`config.mk`:
```
export PLATFORM = sky130hd
export DESIGN_NAME = flash_ring_log_controller_flat
export DESIGN_NICKNAME = d
export VERILOG_FILES = /design/src/design/frl_pkg.sv /design/src/design/frl_if.sv /design/src/design/frl_alu.sv /design/src/design/frl_seq.sv /design/src/design/flash_ring_log_controller.sv /design/src/flat_wrapper.sv
export SDC_FILE = /design/constraint.sdc
export NUM_CORES = 2
export LEC_CHECK = 0
export ABC_AREA = 1
export BUFFER_PORTS_ARGS = -buffer_cell sky130_fd_sc_hd__buf_4
export CAP_MARGIN = 25
export CORE_MARGIN = 10
export CORE_UTILIZATION = 64
export DETAILED_ROUTE_END_ITERATION = 16
export PLACE_DENSITY = 0.81
export SLEW_MARGIN = 20
export SYNTH_ARGS = -nofsm -noshare
export SYNTH_HDL_FRONTEND = slang
export SYNTH_SLANG_ARGS = --single-unit
export TNS_END_PERCENT = 50
```
`constraint.sdc`:
```
create_clock -name clk -period 13.3 [get_ports clk]
set_input_delay 0.665 -clock clk [delete_from_list [all_inputs] [get_ports clk]]
set_output_delay 0.665 -clock clk [all_outputs]
set_load 0.03 [all_outputs]
```
`src/design/frl_pkg.sv`:
```
`timescale 1ns / 1ps
// ----------------------------------------------------------------------------
// frl_pkg: shared types and constants of the flash ring log controller
// Field widths, command and action codes, flash layout words, the
// configuration and shared-unit structs, and small helper functions.
// ----------------------------------------------------------------------------
package frl_pkg;

  // ring limits
  localparam int MAX_BLOCKS        = 4096;
  localparam int MAX_ELEMENT_BYTES = 8;

  // field widths
  localparam int ADDR_W    = 28;
  localparam int IDX_W     = 12;
  localparam int BB_W      = 17;
  localparam int EB_W      = 4;
  localparam int SLOT_W    = EB_W + 1;
  localparam int DATA_W    = 64;
  localparam int KIND_W    = 3;
  localparam int ACT_W     = 3;
  localparam int LSO_W     = 16;
  localparam int CFG_IDX_W = 2;
  localparam int MAGIC_W   = 16;

  // remainder unit: one quotient bit per cycle over the full address
  localparam int DIV_STEPS = ADDR_W;
  localparam int DIV_CNT_W = $clog2(DIV_STEPS);

  // request actions
  localparam logic [ACT_W-1:0] ACT_FORMAT = 3'd0;
  localparam logic [ACT_W-1:0] ACT_PUSH   = 3'd1;
  localparam logic [ACT_W-1:0] ACT_POP    = 3'd2;
  localparam logic [ACT_W-1:0] ACT_PEEK   = 3'd3;
  localparam logic [ACT_W-1:0] ACT_DROP   = 3'd4;

  // flash command kinds
  localparam logic [KIND_W-1:0] K_WORD  = 3'd0;
  localparam logic [KIND_W-1:0] K_ELEM  = 3'd1;
  localparam logic [KIND_W-1:0] K_ERASE = 3'd2;
  localparam logic [KIND_W-1:0] K_READ  = 3'd3;
  localparam logic [KIND_W-1:0] K_NONE  = 3'd4;

  // configuration register indexes
  localparam logic [CFG_IDX_W-1:0] CFG_BLOCK_BYTES   = 2'd0;
  localparam logic [CFG_IDX_W-1:0] CFG_ELEMENT_BYTES = 2'd1;
  localparam logic [CFG_IDX_W-1:0] CFG_FIRST_BLOCK   = 2'd2;
  localparam logic [CFG_IDX_W-1:0] CFG_FINAL_BLOCK   = 2'd3;

  // configuration reset values
  localparam logic [BB_W-1:0]  RST_BLOCK_BYTES   = 17'd4096;
  localparam logic [EB_W-1:0]  RST_ELEMENT_BYTES = 4'd8;
  localparam logic [IDX_W-1:0] RST_FIRST_BLOCK   = 12'd0;
  localparam logic [IDX_W-1:0] RST_FINAL_BLOCK   = 12'd1;

  // flash layout
  localparam logic [ADDR_W-1:0]  INFO_BYTES    = 28'd12;
  localparam logic [ADDR_W-1:0]  WST_OFFSET    = 28'd4;
  localparam logic [ADDR_W-1:0]  RST_OFFSET    = 28'd8;
  localparam logic [ADDR_W-1:0]  ELEM_OFFSET   = 28'd4;
  localparam logic [SLOT_W-1:0]  SLOT_STATUS   = 5'd4;
  localparam logic [MAGIC_W-1:0] HDR_MAGIC     = 16'hABCD;
  localparam logic [DATA_W-1:0]  ST_UNUSED_BLK = 64'h0000_0000;
  localparam logic [DATA_W-1:0]  ST_CURRENT    = 64'hAAAA_AAAA;
  localparam logic [DATA_W-1:0]  ST_WRITTEN    = 64'hBBBB_BBBB;
  localparam logic [DATA_W-1:0]  ST_READ       = 64'h0000_0000;

  typedef struct packed {
    logic [BB_W-1:0]  block_bytes;
    logic [EB_W-1:0]  element_bytes;
    logic [IDX_W-1:0] first_block;
    logic [IDX_W-1:0] final_block;
  } cfg_t;

  typedef enum logic {
    ALU_MUL = 1'b0,
    ALU_DIV = 1'b1
  } alu_op_t;

  typedef struct packed {
    logic              start;
    alu_op_t           op;
    logic [ADDR_W-1:0] a;
    logic [BB_W-1:0]   b;
  } alu_req_t;

  typedef struct packed {
    logic              done;
    logic [ADDR_W-1:0] result;    // product (low bits) or remainder
    logic [ADDR_W-1:0] quotient;
  } alu_rsp_t;

  // ring advance: wraps from the final block to the first one
  function automatic logic [IDX_W-1:0] next_block(logic [IDX_W-1:0] idx, cfg_t cfg);
    logic [IDX_W:0] inc;
    inc = {1'b0, idx} + 1'b1;
    if (idx == cfg.final_block) return cfg.first_block;
    return IDX_W'(inc % MAX_BLOCKS);
  endfunction

  function automatic logic [DATA_W-1:0] header_word(logic [EB_W-1:0] eb);
    return {{(DATA_W - MAGIC_W - EB_W){1'b0}}, eb, HDR_MAGIC};
  endfunction

  // byte lanes kept for an element of eb bytes
  function automatic logic [DATA_W-1:0] data_mask(logic [EB_W-1:0] eb);
    logic [EB_W-1:0]   n;
    logic [DATA_W-1:0] m;
    n = (eb > EB_W'(MAX_ELEMENT_BYTES)) ? EB_W'(MAX_ELEMENT_BYTES) : eb;
    for (int i = 0; i < DATA_W / 8; i++) begin
      m[i*8 +: 8] = (i < n) ? 8'hFF : 8'h00;
    end
    return m;
  endfunction

endpackage

```
`src/design/frl_if.sv`:
```
`timescale 1ns / 1ps
// ----------------------------------------------------------------------------
// frl_if: request and command channels
// Valid/ready channels; a transaction moves on a clock edge with both high.
// ----------------------------------------------------------------------------
interface frl_req_if;
  logic                       valid;
  logic                       ready;
  logic [frl_pkg::ACT_W-1:0]  action;
  logic [frl_pkg::DATA_W-1:0] element_data;

  modport source (output valid, output action, output element_data, input ready);
  modport sink   (input valid, input action, input element_data, output ready);
endinterface

interface frl_rsp_if;
  logic                       valid;
  logic                       ready;
  logic [frl_pkg::KIND_W-1:0] command_kind;
  logic [frl_pkg::ADDR_W-1:0] command_address;
  logic [frl_pkg::DATA_W-1:0] command_value;
  logic                       outcome;
  logic                       run_last;

  modport source (output valid, output command_kind, output command_address,
                  output command_value, output outcome, output run_last, input ready);
  modport sink   (input valid, input command_kind, input command_address,
                  input command_value, input outcome, input run_last, output ready);
endinterface

```
`src/design/frl_alu.sv`:
```
`timescale 1ns / 1ps
// ----------------------------------------------------------------------------
// frl_alu: shared multiply / remainder unit
// Multiply returns the low address bits in the cycle after start. Divide is
// restoring, one quotient bit per cycle; a zero divisor leaves the dividend
// as the remainder.
// ----------------------------------------------------------------------------
module frl_alu (
  input  logic              clk,
  input  logic              rst,
  input  frl_pkg::alu_req_t req,
  output frl_pkg::alu_rsp_t rsp
);

  localparam int AW = frl_pkg::ADDR_W;

  logic                           busy;
  logic                           done;
  logic [frl_pkg::DIV_CNT_W-1:0]  cnt;
  logic [AW-1:0]                  acc;
  logic [AW-1:0]                  quo;
  logic [frl_pkg::BB_W-1:0]       divisor;

  logic [AW:0]   shifted;
  logic [AW:0]   dvs;
  logic [AW:0]   diff;
  logic          ge;
  logic [AW-1:0] acc_step;

  assign shifted  = {acc, quo[AW-1]};
  assign dvs      = {{(AW + 1 - frl_pkg::BB_W){1'b0}}, divisor};
  assign diff     = shifted - dvs;
  assign ge       = (shifted >= dvs);
  assign acc_step = ge ? diff[AW-1:0] : shifted[AW-1:0];

  always_ff @(posedge clk) begin
    if (rst) begin
      busy <= 1'b0;
      done <= 1'b0;
      cnt  <= '0;
    end else begin
      done <= 1'b0;
      if (req.start) begin
        if (req.op == frl_pkg::ALU_MUL) begin
          acc  <= AW'(req.a * req.b);
          done <= 1'b1;
        end else begin
          busy    <= 1'b1;
          cnt     <= '0;
          acc     <= '0;
          quo     <= req.a;
          divisor <= req.b;
        end
      end else if (busy) begin
        acc <= acc_step;
        quo <= {quo[AW-2:0], ge};
        if (cnt == frl_pkg::DIV_CNT_W'(frl_pkg::DIV_STEPS - 1)) begin
          busy <= 1'b0;
          done <= 1'b1;
        end else begin
          cnt <= cnt + 1'b1;
        end
      end
    end
  end

  assign rsp.done     = done;
  assign rsp.result   = acc;
  assign rsp.quotient = quo;

`ifndef SYNTHESIS
  a_start_idle: assert property (@(posedge clk) disable iff (rst)
    req.start |-> !busy)
    else $error("shared unit started while a divide is running");
  a_mul_one_cycle: assert property (@(posedge clk) disable iff (rst)
    (req.start && req.op == frl_pkg::ALU_MUL) |=> (done && !busy))
    else $error("multiply did not finish in one cycle");
`endif

endmodule

```
`src/design/frl_seq.sv`:
```
`timescale 1ns / 1ps
// ----------------------------------------------------------------------------
// frl_seq: request sequencer and ring pointers
// Walks each request through its flash command run, borrowing the shared
// unit for block bases and in-block offsets, and drives the command register.
// ----------------------------------------------------------------------------
module frl_seq (
  input  logic              clk,
  input  logic              rst,
  input  frl_pkg::cfg_t     cfg,
  frl_req_if.sink           req,
  frl_rsp_if.source         rsp,
  output frl_pkg::alu_req_t alu_req,
  input  frl_pkg::alu_rsp_t alu_rsp
);

  localparam int AW = frl_pkg::ADDR_W;
  localparam int IW = frl_pkg::IDX_W;
  localparam int DW = frl_pkg::DATA_W;

  typedef enum logic [26:0] {
    S_IDLE    = 27'h0000001,
    S_F_DIV   = 27'h0000002,
    S_F_MUL   = 27'h0000004,
    S_F_BASE  = 27'h0000008,
    S_F_ERASE = 27'h0000010,
    S_F_HDR   = 27'h0000020,
    S_F_WST   = 27'h0000040,
    S_F_RST   = 27'h0000080,
    S_P_DIV   = 27'h0000100,
    S_P_STAT  = 27'h0000200,
    S_P_ELEM  = 27'h0000400,
    S_P_OBASE = 27'h0000800,
    S_P_CLOSE = 27'h0001000,
    S_P_NBASE = 27'h0002000,
    S_P_ERASE = 27'h0004000,
    S_P_HDR   = 27'h0008000,
    S_P_WST   = 27'h0010000,
    S_P_RBASE = 27'h0020000,
    S_P_RST   = 27'h0040000,
    S_R_READ  = 27'h0080000,
    S_D_DIV   = 27'h0100000,
    S_D_CLR   = 27'h0200000,
    S_D_OBASE = 27'h0400000,
    S_D_RCLR  = 27'h0800000,
    S_D_NBASE = 27'h1000000,
    S_D_RCUR  = 27'h2000000,
    S_NONE    = 27'h4000000
  } state_t;

  state_t state;
  logic   issued;

  // ring pointers
  logic [IW-1:0]                 wblk;
  logic [IW-1:0]                 rblk;
  logic [AW-1:0]                 waddr;
  logic [AW-1:0]                 raddr;
  logic [frl_pkg::LSO_W-1:0]     lso;

  // per-request context
  logic [frl_pkg::ACT_W-1:0]     act;
  logic [DW-1:0]                 data;
  logic                          at_last;
  logic                          none_outcome;

  // command register
  logic                          rsp_valid;
  logic [frl_pkg::KIND_W-1:0]    out_kind;
  logic [AW-1:0]                 out_addr;
  logic [DW-1:0]                 out_value;
  logic                          out_outcome;
  logic                          out_last;

  logic                          emit;
  logic [frl_pkg::KIND_W-1:0]    e_kind;
  logic [AW-1:0]                 e_addr;
  logic [DW-1:0]                 e_value;
  logic                          e_outcome;
  logic                          e_last;
  logic                          can_load;
  logic                          load;

  logic                          compute;
  logic                          step_done;
  logic [frl_pkg::SLOT_W-1:0]    es;
  logic [frl_pkg::BB_W-1:0]      space;
  logic [AW-1:0]                 km1;
  logic [AW-1:0]                 base;
  logic                          rem_last;
  logic                          is_empty;
  logic [IW-1:0]                 wblk_adv;
  logic [IW-1:0]                 rblk_adv;

  assign es       = frl_pkg::SLOT_W'(cfg.element_bytes) + frl_pkg::SLOT_STATUS;
  assign space    = (cfg.block_bytes >= frl_pkg::BB_W'(frl_pkg::INFO_BYTES))
                    ? cfg.block_bytes - frl_pkg::BB_W'(frl_pkg::INFO_BYTES) : '0;
  assign km1      = (alu_rsp.quotient != '0) ? alu_rsp.quotient - AW'(1) : '0;
  assign base     = alu_rsp.result;
  assign rem_last = (alu_rsp.result == AW'(lso));
  assign is_empty = (raddr == waddr);
  assign wblk_adv = frl_pkg::next_block(wblk, cfg);
  assign rblk_adv = frl_pkg::next_block(rblk, cfg);

  assign compute = state inside {S_F_DIV, S_F_MUL, S_F_BASE, S_P_DIV, S_P_OBASE,
                                 S_P_NBASE, S_P_RBASE, S_D_DIV, S_D_OBASE, S_D_NBASE};
  assign step_done = compute && issued && alu_rsp.done;

  // shared unit operands
  always_comb begin
    alu_req.start = compute && !issued;
    alu_req.op    = frl_pkg::ALU_MUL;
    alu_req.a     = '0;
    alu_req.b     = cfg.block_bytes;
    unique case (state) inside
      S_F_DIV: begin
        alu_req.op = frl_pkg::ALU_DIV;
        alu_req.a  = AW'(space);
        alu_req.b  = frl_pkg::BB_W'(es);
      end
      S_F_MUL: begin
        alu_req.a = km1;
        alu_req.b = frl_pkg::BB_W'(es);
      end
      S_F_BASE: begin
        alu_req.a = AW'(cfg.first_block);
      end
      S_P_DIV: begin
        alu_req.op = frl_pkg::ALU_DIV;
        alu_req.a  = waddr;
      end
      S_P_OBASE, S_P_NBASE: begin
        alu_req.a = AW'(wblk);
      end
      S_P_RBASE, S_D_OBASE, S_D_NBASE: begin
        alu_req.a = AW'(rblk);
      end
      S_D_DIV: begin
        alu_req.op = frl_pkg::ALU_DIV;
        alu_req.a  = raddr;
      end
      default: begin
      end
    endcase
  end

  // command of the current state
  always_comb begin
    emit      = 1'b0;
    e_kind    = frl_pkg::K_WORD;
    e_addr    = '0;
    e_value   = '0;
    e_outcome = 1'b0;
    e_last    = 1'b0;
    unique case (state) inside
      S_F_ERASE: begin
        emit   = 1'b1;
        e_kind = frl_pkg::K_ERASE;
        e_addr = AW'(cfg.first_block);
      end
      S_F_HDR, S_P_HDR: begin
        emit    = 1'b1;
        e_addr  = base;
        e_value = frl_pkg::header_word(cfg.element_bytes);
      end
      S_F_WST: begin
        emit    = 1'b1;
        e_addr  = base + frl_pkg::WST_OFFSET;
        e_value = frl_pkg::ST_CURRENT;
      end
      S_F_RST, S_P_RST, S_D_RCUR: begin
        emit    = 1'b1;
        e_addr  = base + frl_pkg::RST_OFFSET;
        e_value = frl_pkg::ST_CURRENT;
        e_last  = 1'b1;
      end
      S_P_STAT: begin
        emit    = 1'b1;
        e_addr  = waddr;
        e_value = frl_pkg::ST_WRITTEN;
      end
      S_P_ELEM: begin
        emit    = 1'b1;
        e_kind  = frl_pkg::K_ELEM;
        e_addr  = waddr + frl_pkg::ELEM_OFFSET;
        e_value = data & frl_pkg::data_mask(cfg.element_bytes);
        e_last  = !at_last;
      end
      S_P_CLOSE: begin
        emit    = 1'b1;
        e_addr  = base + frl_pkg::WST_OFFSET;
        e_value = frl_pkg::ST_UNUSED_BLK;
      end
      S_P_ERASE: begin
        emit   = 1'b1;
        e_kind = frl_pkg::K_ERASE;
        e_addr = AW'(wblk);
      end
      S_P_WST: begin
        emit    = 1'b1;
        e_addr  = base + frl_pkg::WST_OFFSET;
        e_value = frl_pkg::ST_CURRENT;
        e_last  = (wblk != rblk);
      end
      S_R_READ: begin
        emit   = 1'b1;
        e_kind = frl_pkg::K_READ;
        e_addr = raddr + frl_pkg::ELEM_OFFSET;
        e_last = (act == frl_pkg::ACT_PEEK);
      end
      S_D_CLR: begin
        emit    = 1'b1;
        e_addr  = raddr;
        e_value = frl_pkg::ST_READ;
        e_last  = !at_last;
      end
      S_D_RCLR: begin
        emit    = 1'b1;
        e_addr  = base + frl_pkg::RST_OFFSET;
        e_value = frl_pkg::ST_UNUSED_BLK;
      end
      S_NONE: begin
        emit      = 1'b1;
        e_kind    = frl_pkg::K_NONE;
        e_outcome = none_outcome;
        e_last    = 1'b1;
      end
      default: begin
      end
    endcase
  end

  assign can_load = !rsp_valid || rsp.ready;
  assign load     = emit && can_load;

  always_ff @(posedge clk) begin
    if (rst) begin
      state     <= S_IDLE;
      issued    <= 1'b0;
      rsp_valid <= 1'b0;
      wblk      <= '0;
      rblk      <= '0;
      waddr     <= '0;
      raddr     <= '0;
      lso       <= '0;
    end else begin
      if (load) begin
        rsp_valid <= 1'b1;
      end else if (rsp.ready) begin
        rsp_valid <= 1'b0;
      end

      if (compute) begin
        if (!issued) begin
          issued <= 1'b1;
        end else if (alu_rsp.done) begin
          issued <= 1'b0;
        end
      end

      unique case (state) inside
        S_IDLE: begin
          if (req.valid) begin
            act  <= req.action;
            data <= req.element_data;
            unique case (req.action) inside
              frl_pkg::ACT_FORMAT: state <= S_F_DIV;
              frl_pkg::ACT_PUSH:   state <= S_P_DIV;
              frl_pkg::ACT_POP, frl_pkg::ACT_PEEK: begin
                none_outcome <= 1'b1;
                state        <= is_empty ? S_NONE : S_R_READ;
              end
              frl_pkg::ACT_DROP: begin
                none_outcome <= 1'b1;
                state        <= is_empty ? S_NONE : S_D_DIV;
              end
              default: begin
                none_outcome <= 1'b0;
                state        <= S_NONE;
              end
            endcase
          end
        end

        // format: slot count, last slot offset, then the first block
        S_F_DIV: if (step_done) state <= S_F_MUL;
        S_F_MUL: begin
          if (step_done) begin
            lso   <= frl_pkg::LSO_W'(alu_rsp.result) + frl_pkg::LSO_W'(frl_pkg::INFO_BYTES);
            state <= S_F_BASE;
          end
        end
        S_F_BASE:  if (step_done) state <= S_F_ERASE;
        S_F_ERASE: if (load) state <= S_F_HDR;
        S_F_HDR:   if (load) state <= S_F_WST;
        S_F_WST:   if (load) state <= S_F_RST;
        S_F_RST: begin
          if (load) begin
            wblk  <= cfg.first_block;
            rblk  <= cfg.first_block;
            waddr <= base + frl_pkg::INFO_BYTES;
            raddr <= base + frl_pkg::INFO_BYTES;
            state <= S_IDLE;
          end
        end

        // push
        S_P_DIV: begin
          if (step_done) begin
            at_last <= rem_last;
            state   <= S_P_STAT;
          end
        end
        S_P_STAT: if (load) state <= S_P_ELEM;
        S_P_ELEM: begin
          if (load) begin
            if (at_last) begin
              state <= S_P_OBASE;
            end else begin
              waddr <= waddr + AW'(es);
              state <= S_IDLE;
            end
          end
        end
        S_P_OBASE: if (step_done) state <= S_P_CLOSE;
        S_P_CLOSE: begin
          if (load) begin
            wblk  <= wblk_adv;
            state <= S_P_NBASE;
          end
        end
        S_P_NBASE: if (step_done) state <= S_P_ERASE;
        S_P_ERASE: if (load) state <= S_P_HDR;
        S_P_HDR:   if (load) state <= S_P_WST;
        S_P_WST: begin
          if (load) begin
            waddr <= base + frl_pkg::INFO_BYTES;
            if (wblk == rblk) begin
              rblk  <= rblk_adv;
              state <= S_P_RBASE;
            end else begin
              state <= S_IDLE;
            end
          end
        end
        S_P_RBASE: if (step_done) state <= S_P_RST;
        S_P_RST: begin
          if (load) begin
            raddr <= base + frl_pkg::INFO_BYTES;
            state <= S_IDLE;
          end
        end

        // pop / peek read, then drop for pop and drop requests
        S_R_READ: begin
          if (load) begin
            state <= (act == frl_pkg::ACT_PEEK) ? S_IDLE : S_D_DIV;
          end
        end
        S_D_DIV: begin
          if (step_done) begin
            at_last <= rem_last;
            state   <= S_D_CLR;
          end
        end
        S_D_CLR: begin
          if (load) begin
            if (at_last) begin
              state <= S_D_OBASE;
            end else begin
              raddr <= raddr + AW'(es);
              state <= S_IDLE;
            end
          end
        end
        S_D_OBASE: if (step_done) state <= S_D_RCLR;
        S_D_RCLR: begin
          if (load) begin
            rblk  <= rblk_adv;
            state <= S_D_NBASE;
          end
        end
        S_D_NBASE: if (step_done) state <= S_D_RCUR;
        S_D_RCUR: begin
          if (load) begin
            raddr <= base + frl_pkg::INFO_BYTES;
            state <= S_IDLE;
          end
        end

        S_NONE: if (load) state <= S_IDLE;

        default: state <= S_IDLE;
      endcase
    end
  end

  always_ff @(posedge clk) begin
    if (load) begin
      out_kind    <= e_kind;
      out_addr    <= e_addr;
      out_value   <= e_value;
      out_outcome <= e_outcome;
      out_last    <= e_last;
    end
  end

  assign req.ready           = (state == S_IDLE);
  assign rsp.valid           = rsp_valid;
  assign rsp.command_kind    = out_kind;
  assign rsp.command_address = out_addr;
  assign rsp.command_value   = out_value;
  assign rsp.outcome         = out_outcome;
  assign rsp.run_last        = out_last;

`ifndef SYNTHESIS
  a_done_issued: assert property (@(posedge clk) disable iff (rst)
    alu_rsp.done |-> issued)
    else $error("shared unit result with no request outstanding");
  a_one_request: assert property (@(posedge clk) disable iff (rst)
    (req.valid && req.ready) |=> !req.ready)
    else $error("second request taken while one is in flight");
  a_last_ends_run: assert property (@(posedge clk) disable iff (rst)
    (load && e_last) |=> (state == S_IDLE))
    else $error("run continued after its final command");
  a_none_item: assert property (@(posedge clk) disable iff (rst)
    (rsp.valid && (rsp.command_kind == frl_pkg::K_NONE)) |->
      (rsp.run_last && (rsp.command_address == '0) && (rsp.command_value == '0)))
    else $error("no-command item is not a lone cleared item");
`endif

endmodule

```
`src/design/flash_ring_log_controller.sv`:
```
`timescale 1ns / 1ps
// ----------------------------------------------------------------------------
// flash_ring_log_controller: circular element log over flash erase blocks
// Holds the ring pointers and configuration, and turns each request into a
// run of flash command transactions.
// ----------------------------------------------------------------------------
// Usage: write the four configuration registers while the block is idle, then
// issue a format request before relying on the pointers. Each request on req
// produces one to seven command transactions on rsp, the last flagged by
// run_last; an empty ring on pop, peek or drop, and an unknown action, give a
// single no-command item. One request is handled at a time: req.ready is high
// only between runs, though the final command of a run may still sit in the
// output register while the next request is taken. A peek, an empty or an
// unknown request uses no shared-unit step; every push, pop, drop and format
// computes an in-block offset or a slot count on the shared remainder unit,
// which resolves one bit per cycle over the 28-bit address; rsp back-pressure
// can stall any run. Block bases are products of block index and block size
// on the same shared unit.
// ----------------------------------------------------------------------------
module flash_ring_log_controller (
  input  logic                          clk,
  input  logic                          rst,
  input  logic                          cfg_write,
  input  logic [frl_pkg::CFG_IDX_W-1:0] cfg_index,
  input  logic [frl_pkg::BB_W-1:0]      cfg_data,
  frl_req_if.sink                       req,
  frl_rsp_if.source                     rsp
);

  // configuration registers
  logic [frl_pkg::BB_W-1:0]  block_bytes;
  logic [frl_pkg::EB_W-1:0]  element_bytes;
  logic [frl_pkg::IDX_W-1:0] first_block;
  logic [frl_pkg::IDX_W-1:0] final_block;

  frl_pkg::cfg_t     cfg;
  frl_pkg::alu_req_t alu_req;
  frl_pkg::alu_rsp_t alu_rsp;

  // writes must land only between runs (the user's duty, not enforced here), so no staging is needed
  always_ff @(posedge clk) begin
    if (rst) begin
      block_bytes   <= frl_pkg::RST_BLOCK_BYTES;
      element_bytes <= frl_pkg::RST_ELEMENT_BYTES;
      first_block   <= frl_pkg::RST_FIRST_BLOCK;
      final_block   <= frl_pkg::RST_FINAL_BLOCK;
    end else if (cfg_write) begin
      unique case (cfg_index)
        frl_pkg::CFG_BLOCK_BYTES:   block_bytes   <= cfg_data;
        frl_pkg::CFG_ELEMENT_BYTES: element_bytes <= cfg_data[frl_pkg::EB_W-1:0];
        frl_pkg::CFG_FIRST_BLOCK:   first_block   <= cfg_data[frl_pkg::IDX_W-1:0];
        frl_pkg::CFG_FINAL_BLOCK:   final_block   <= cfg_data[frl_pkg::IDX_W-1:0];
        default: begin
        end
      endcase
    end
  end

  assign cfg.block_bytes   = block_bytes;
  assign cfg.element_bytes = element_bytes;
  assign cfg.first_block   = first_block;
  assign cfg.final_block   = final_block;

  // sequencer: pointer state, command runs and the output register
  frl_seq u_seq (
    .clk     (clk),
    .rst     (rst),
    .cfg     (cfg),
    .req     (req),
    .rsp     (rsp),
    .alu_req (alu_req),
    .alu_rsp (alu_rsp)
  );

  // shared multiply / remainder unit
  frl_alu u_alu (
    .clk (clk),
    .rst (rst),
    .req (alu_req),
    .rsp (alu_rsp)
  );

endmodule
```
`src/flat_wrapper.sv`:
```
// flat-port wrapper written by rule: the top's interface ports become plain ports
module flash_ring_log_controller_flat 
  (clk, rst, cfg_write, cfg_index, cfg_data, req_valid, req_action, req_element_data, req_ready, rsp_valid, rsp_command_kind, rsp_command_address, rsp_command_value, rsp_outcome, rsp_run_last, rsp_ready);
  frl_req_if req_i ();
  frl_rsp_if rsp_i ();
  input  logic clk;
  input  logic rst;
  input  logic cfg_write;
  input  logic [frl_pkg::CFG_IDX_W-1:0] cfg_index;
  input  logic [frl_pkg::BB_W-1:0] cfg_data;
  input wire logic [$bits(req_i.valid)-1:0] req_valid;
  input wire logic [$bits(req_i.action)-1:0] req_action;
  input wire logic [$bits(req_i.element_data)-1:0] req_element_data;
  output wire logic [$bits(req_i.ready)-1:0] req_ready;
  output wire logic [$bits(rsp_i.valid)-1:0] rsp_valid;
  output wire logic [$bits(rsp_i.command_kind)-1:0] rsp_command_kind;
  output wire logic [$bits(rsp_i.command_address)-1:0] rsp_command_address;
  output wire logic [$bits(rsp_i.command_value)-1:0] rsp_command_value;
  output wire logic [$bits(rsp_i.outcome)-1:0] rsp_outcome;
  output wire logic [$bits(rsp_i.run_last)-1:0] rsp_run_last;
  input wire logic [$bits(rsp_i.ready)-1:0] rsp_ready;
  assign req_i.valid = req_valid;
  assign req_i.action = req_action;
  assign req_i.element_data = req_element_data;
  assign req_ready = req_i.ready;
  assign rsp_valid = rsp_i.valid;
  assign rsp_command_kind = rsp_i.command_kind;
  assign rsp_command_address = rsp_i.command_address;
  assign rsp_command_value = rsp_i.command_value;
  assign rsp_outcome = rsp_i.outcome;
  assign rsp_run_last = rsp_i.run_last;
  assign rsp_i.ready = rsp_ready;
  flash_ring_log_controller u_core (.clk(clk), .rst(rst), .cfg_write(cfg_write), .cfg_index(cfg_index), .cfg_data(cfg_data), .req(req_i), .rsp(rsp_i));
endmodule
```
==> flow_metrics.py <==
metrics = {
    "floorplanning": {
        "initial_core_util": 0.651,
        "fp.dieW_um": 257,
        "rows": 86,
        "dieHeight_um": 257,
        "placeableCoreArea_mm2": 0.0554,
        "die-area_mm2": 0.0663,
        "ios": 190,
    },
    "clock_tree": {
        "post_cts_resized": 0,
        "clk_pin_slew_ns": 0.07,
        "clock-root-buffer": "clkbuf_16",
        "cts_tree": "yes",
        "numClockSinks": 416,
        "worst_skew_pair.late_latency_ns": 0.63,
        "clock_path_buffers": 3,
        "numCtsBuffers": 47,
        "postCtsHoldBufs": 0,
        "htree_levels": 2,
        "cts_setup_buffers": 0,
    },
    "timing": {
        "fin_setup_tns_ns": 0,
        "fmax_ghz": 0.113,
        "setup_viol_count_final": 0,
        "fin_crit_ns": 8.86,
        "hold_viol_final": 0,
        "worst_pin_slew_ns": 1.20,
        "min_period_over_period": 0.666,
        "skew_ns": 0.0490,
        "holdWs_ns": 0.213,
        "rsz0062_at_grt": "no",
        "relSlewSlack": 0.202,
        "slew_viol_final": 0,
    },
    "yosys": {
        "synth_cells": 4754,
        "synthesis.nets": 5210,
        "ys_types": 72,
        "avgSynthCellArea_um2": 7.59,
        "ys_ff_latch": 416,
        "synth-seq-area-share": 0.297,
        "synth-edff-count": 239,
        "yosysWarnings": 0,
        "synth-main-ff-cell": "edfxtp_1",
        "async_flop_share": 0,
        "synth_area_mm2": 0.0361,
    },
    "worst_setup_path": {
        "arrival_ns": 9.25,
        "slowest_delay_ns": 0.79,
        "rr_endpoint": "u_core.u_alu.acc[26]",
        "startpoint": "u_core.u_seq.state[20]",
        "cp.required_ns": 13.68,
        "crit_family": "adder cells",
        "endpoint_kind": "flop",
        "cp.depth": 29,
        "crit_fanout": 23,
        "critical_path.endpoint": "u_core.u_alu.acc[26]",
        "r2r-start": "u_core.u_seq.state[20]",
        "rrSetupSlack_ns": 4.44,
        "worst-path-buf-inv": 5,
        "startpoint_type": "flop",
        "slowest_stage": "o22ai_1",
        "reg2reg_depth": 29,
        "crit_path_frequent_cell": "fa_1",
        "path_class": "flop to flop",
    },
    "pwr": {
        "cellPowerDensity_mw_per_mm2": 89.9,
        "vdd_ir_drop_max_mv": 0.218,
        "power.internal_mw": 2.32,
        "p_clk_frac": 0.367,
        "netSwitchingFraction": 0.347,
        "p_leak_nw": 17.5,
        "switchingPower_mw": 1.24,
        "combPwrFrac": 0.215,
        "seqPwrFrac": 0.418,
        "power.total_mw": 3.56,
    },
    "global_routing": {
        "overflow": 0,
        "grt_pass1_vias": 34900,
        "grt_max_degree": 68,
        "grt_pass1_wl_um": 212000,
        "grtUsageTotal": 0.417,
        "antenna_found_initial": 3,
    },
    "cells_and_area": {
        "multi_input_area_mm2": 0.0213,
        "nets": 5315,
        "final_cell_mix": "1004 x nand2_1, 830 x inv_1, 415 x nor2_1",
        "mostFrequentLayoutCell": "nand2_1",
        "syn2layout_area_growth_pct": 9.69,
        "final-seq-area_mm2": 0.0107,
        "drive_above_1_share": 0.0892,
        "fin_util": 0.714,
        "design_area_mm2": 0.0396,
        "nFillCells": 4377,
    },
    "route": {
        "firstDrtPassIters": 6,
        "drcViolationCount": 0,
        "drtIter0Drc": 5107,
        "wl_per_cell_um": 25.1,
        "viasPerCell": 6.36,
        "vias": 35900,
        "finalWirelength_um": 142000,
        "ant_nets": 0,
    },
    "placed_design": {
        "post_dp_cell_area_mm2": 0.0381,
        "place.gp.congestion": 1.07,
        "dp_hpwl_um": 108000,
        "port_buffers": 189,
    },
    "outcome": {
        "status": "finished clean",
    },
    "run": {
        "maxCapViolations": 0,
    },
    "worst_hold_path": {
        "min_path_type": "input pin to flop",
    },
}
==> power by group through the flow <==
stage          Combinational, mW  Sequential [mW]  Clock, mW
2_1_floorplan              0.496             1.53          0
3_3_place_gp               0.716             1.51          0
3_5_place_dp               0.728             1.51          0
4_1_cts                    0.736             1.49       1.29
5_1_grt                    0.807             1.49       1.35
6_report                   0.763             1.49       1.31
==> registers in the layout, summed over array words and instances (netlist names), 16 cells and up <==
register	cells
u_core.u_seq.data	64
u_core.u_seq.rsp.command_value	64
u_core.u_alu.acc	28
u_core.u_alu.quo	28
u_core.u_seq.raddr	28
u_core.u_seq.rsp.command_address	28
u_core.u_seq.waddr	28
u_core.u_seq.state	27
u_core.block_bytes	17
u_core.u_alu.divisor	17
u_core.u_seq.lso	16
==> synth_stat cells, types with 9 or more instances <==
library cell  instances  area share
nand2_1            1004        0.10
inv_1               832       0.087
nor2_1              424       0.044
o21ai_0             325       0.045
fa_1                262        0.15
a21oi_1             254       0.035
edfxtp_1            239        0.20
nand3_1             216       0.030
dfxtp_1             177       0.098
xor2_1              149       0.036
clkbuf_1            135       0.014
ha_1                103       0.036
nor3_1               74       0.010
nand4_1              61       0.011
xnor2_1              49       0.012
o22ai_1              48      0.0083
a221oi_1             33      0.0080
buf_2                31      0.0043
nor4_1               31      0.0054
nor3b_1              28      0.0058
a211oi_1             27      0.0056
o211ai_1             24      0.0050
nor2_2               21      0.0036
inv_2                20      0.0021
o2111ai_1            19      0.0046
clkinv_1             12      0.0012
nand2_2              12      0.0021
nor2_4               12      0.0037
a31oi_1              10      0.0017
buf_1                 9     0.00094
o21ai_1               9      0.0012
o221ai_1              9      0.0022
==> routing by layer <==
layer	routed length (um)	track usage	vias up
li1	-	-	15500
met1	49900	0.514	16700
met2	61500	0.639	3007
met3	19400	0.114	700
met4	10900	0.267	4
met5	28	0	-
==> worst register-to-register path: cells and delay by family, from the launching register on <==
kind	cells	cell delay [ns]
AND/OR/NAND/NOR	12	2.34
XOR/XNOR	1	0.10
flip-flops	1	0.34
buffers and inverters	5	0.81
adder cells (fa/ha/maj)	7	3.63
AO/OA/AOI/OAI	4	1.42
==> metrics by stage <==
| stage | instances | setup WS [ns] |
|---|---|---|
| final | 5647 | 4.44 |
| after global routing | 5646 | 3.95 |
| after CTS | 5646 | 4.78 |
| after detailed placement | 5558 | 4.79 |
| after global placement | 5557 | 4.96 |
| after floorplan | 4754 | 6.05 |
==> final cells by class <==
| type | instances | area share |
|---|---|---|
| antenna | 1 | 0.0000632 |
| clock buffer | 54 | 0.0306 |
| clock inverter | 34 | 0.00759 |
| inverter | 865 | 0.0822 |
| multi-input combinational | 3287 | 0.539 |
| sequential | 416 | 0.271 |
| tap | 748 | 0.0236 |
| timing repair buffer | 242 | 0.0459 |
==> logic make-up after synthesis <==
kind of cell             synth area share
AO/OA/AOI/OAI                       0.129
XOR/XNOR                           0.0481
buffers and inverters               0.113
adder cells (fa/ha/maj)             0.181
multiplexers                     0.000312
flip-flops                          0.297
AND/OR/NAND/NOR                     0.232
==> how the worst min path moves through the flow <==
| stage | cells after the start | endpoint | startpoint | slack, ns |
|---|---|---|---|---|
| final | 1 | u_core.u_seq.data[15] | req_element_data[15] | 0.21 |
| after global placement | 2 | u_core.u_seq.lso[11] | u_core.u_seq.lso[11] | 0.44 |
| after CTS | 1 | u_core.u_seq.data[15] | req_element_data[15] | 0.20 |
| after floorplan | 2 | u_core.u_seq.lso[11] | u_core.u_seq.lso[11] | 0.44 |
| after detailed placement | 2 | u_core.u_seq.lso[8] | u_core.u_seq.lso[8] | 0.46 |
| after global routing | 1 | u_core.u_seq.data[13] | req_element_data[13] | 0.21 |
No activity file was read; power rests on OpenSTA's default activity.
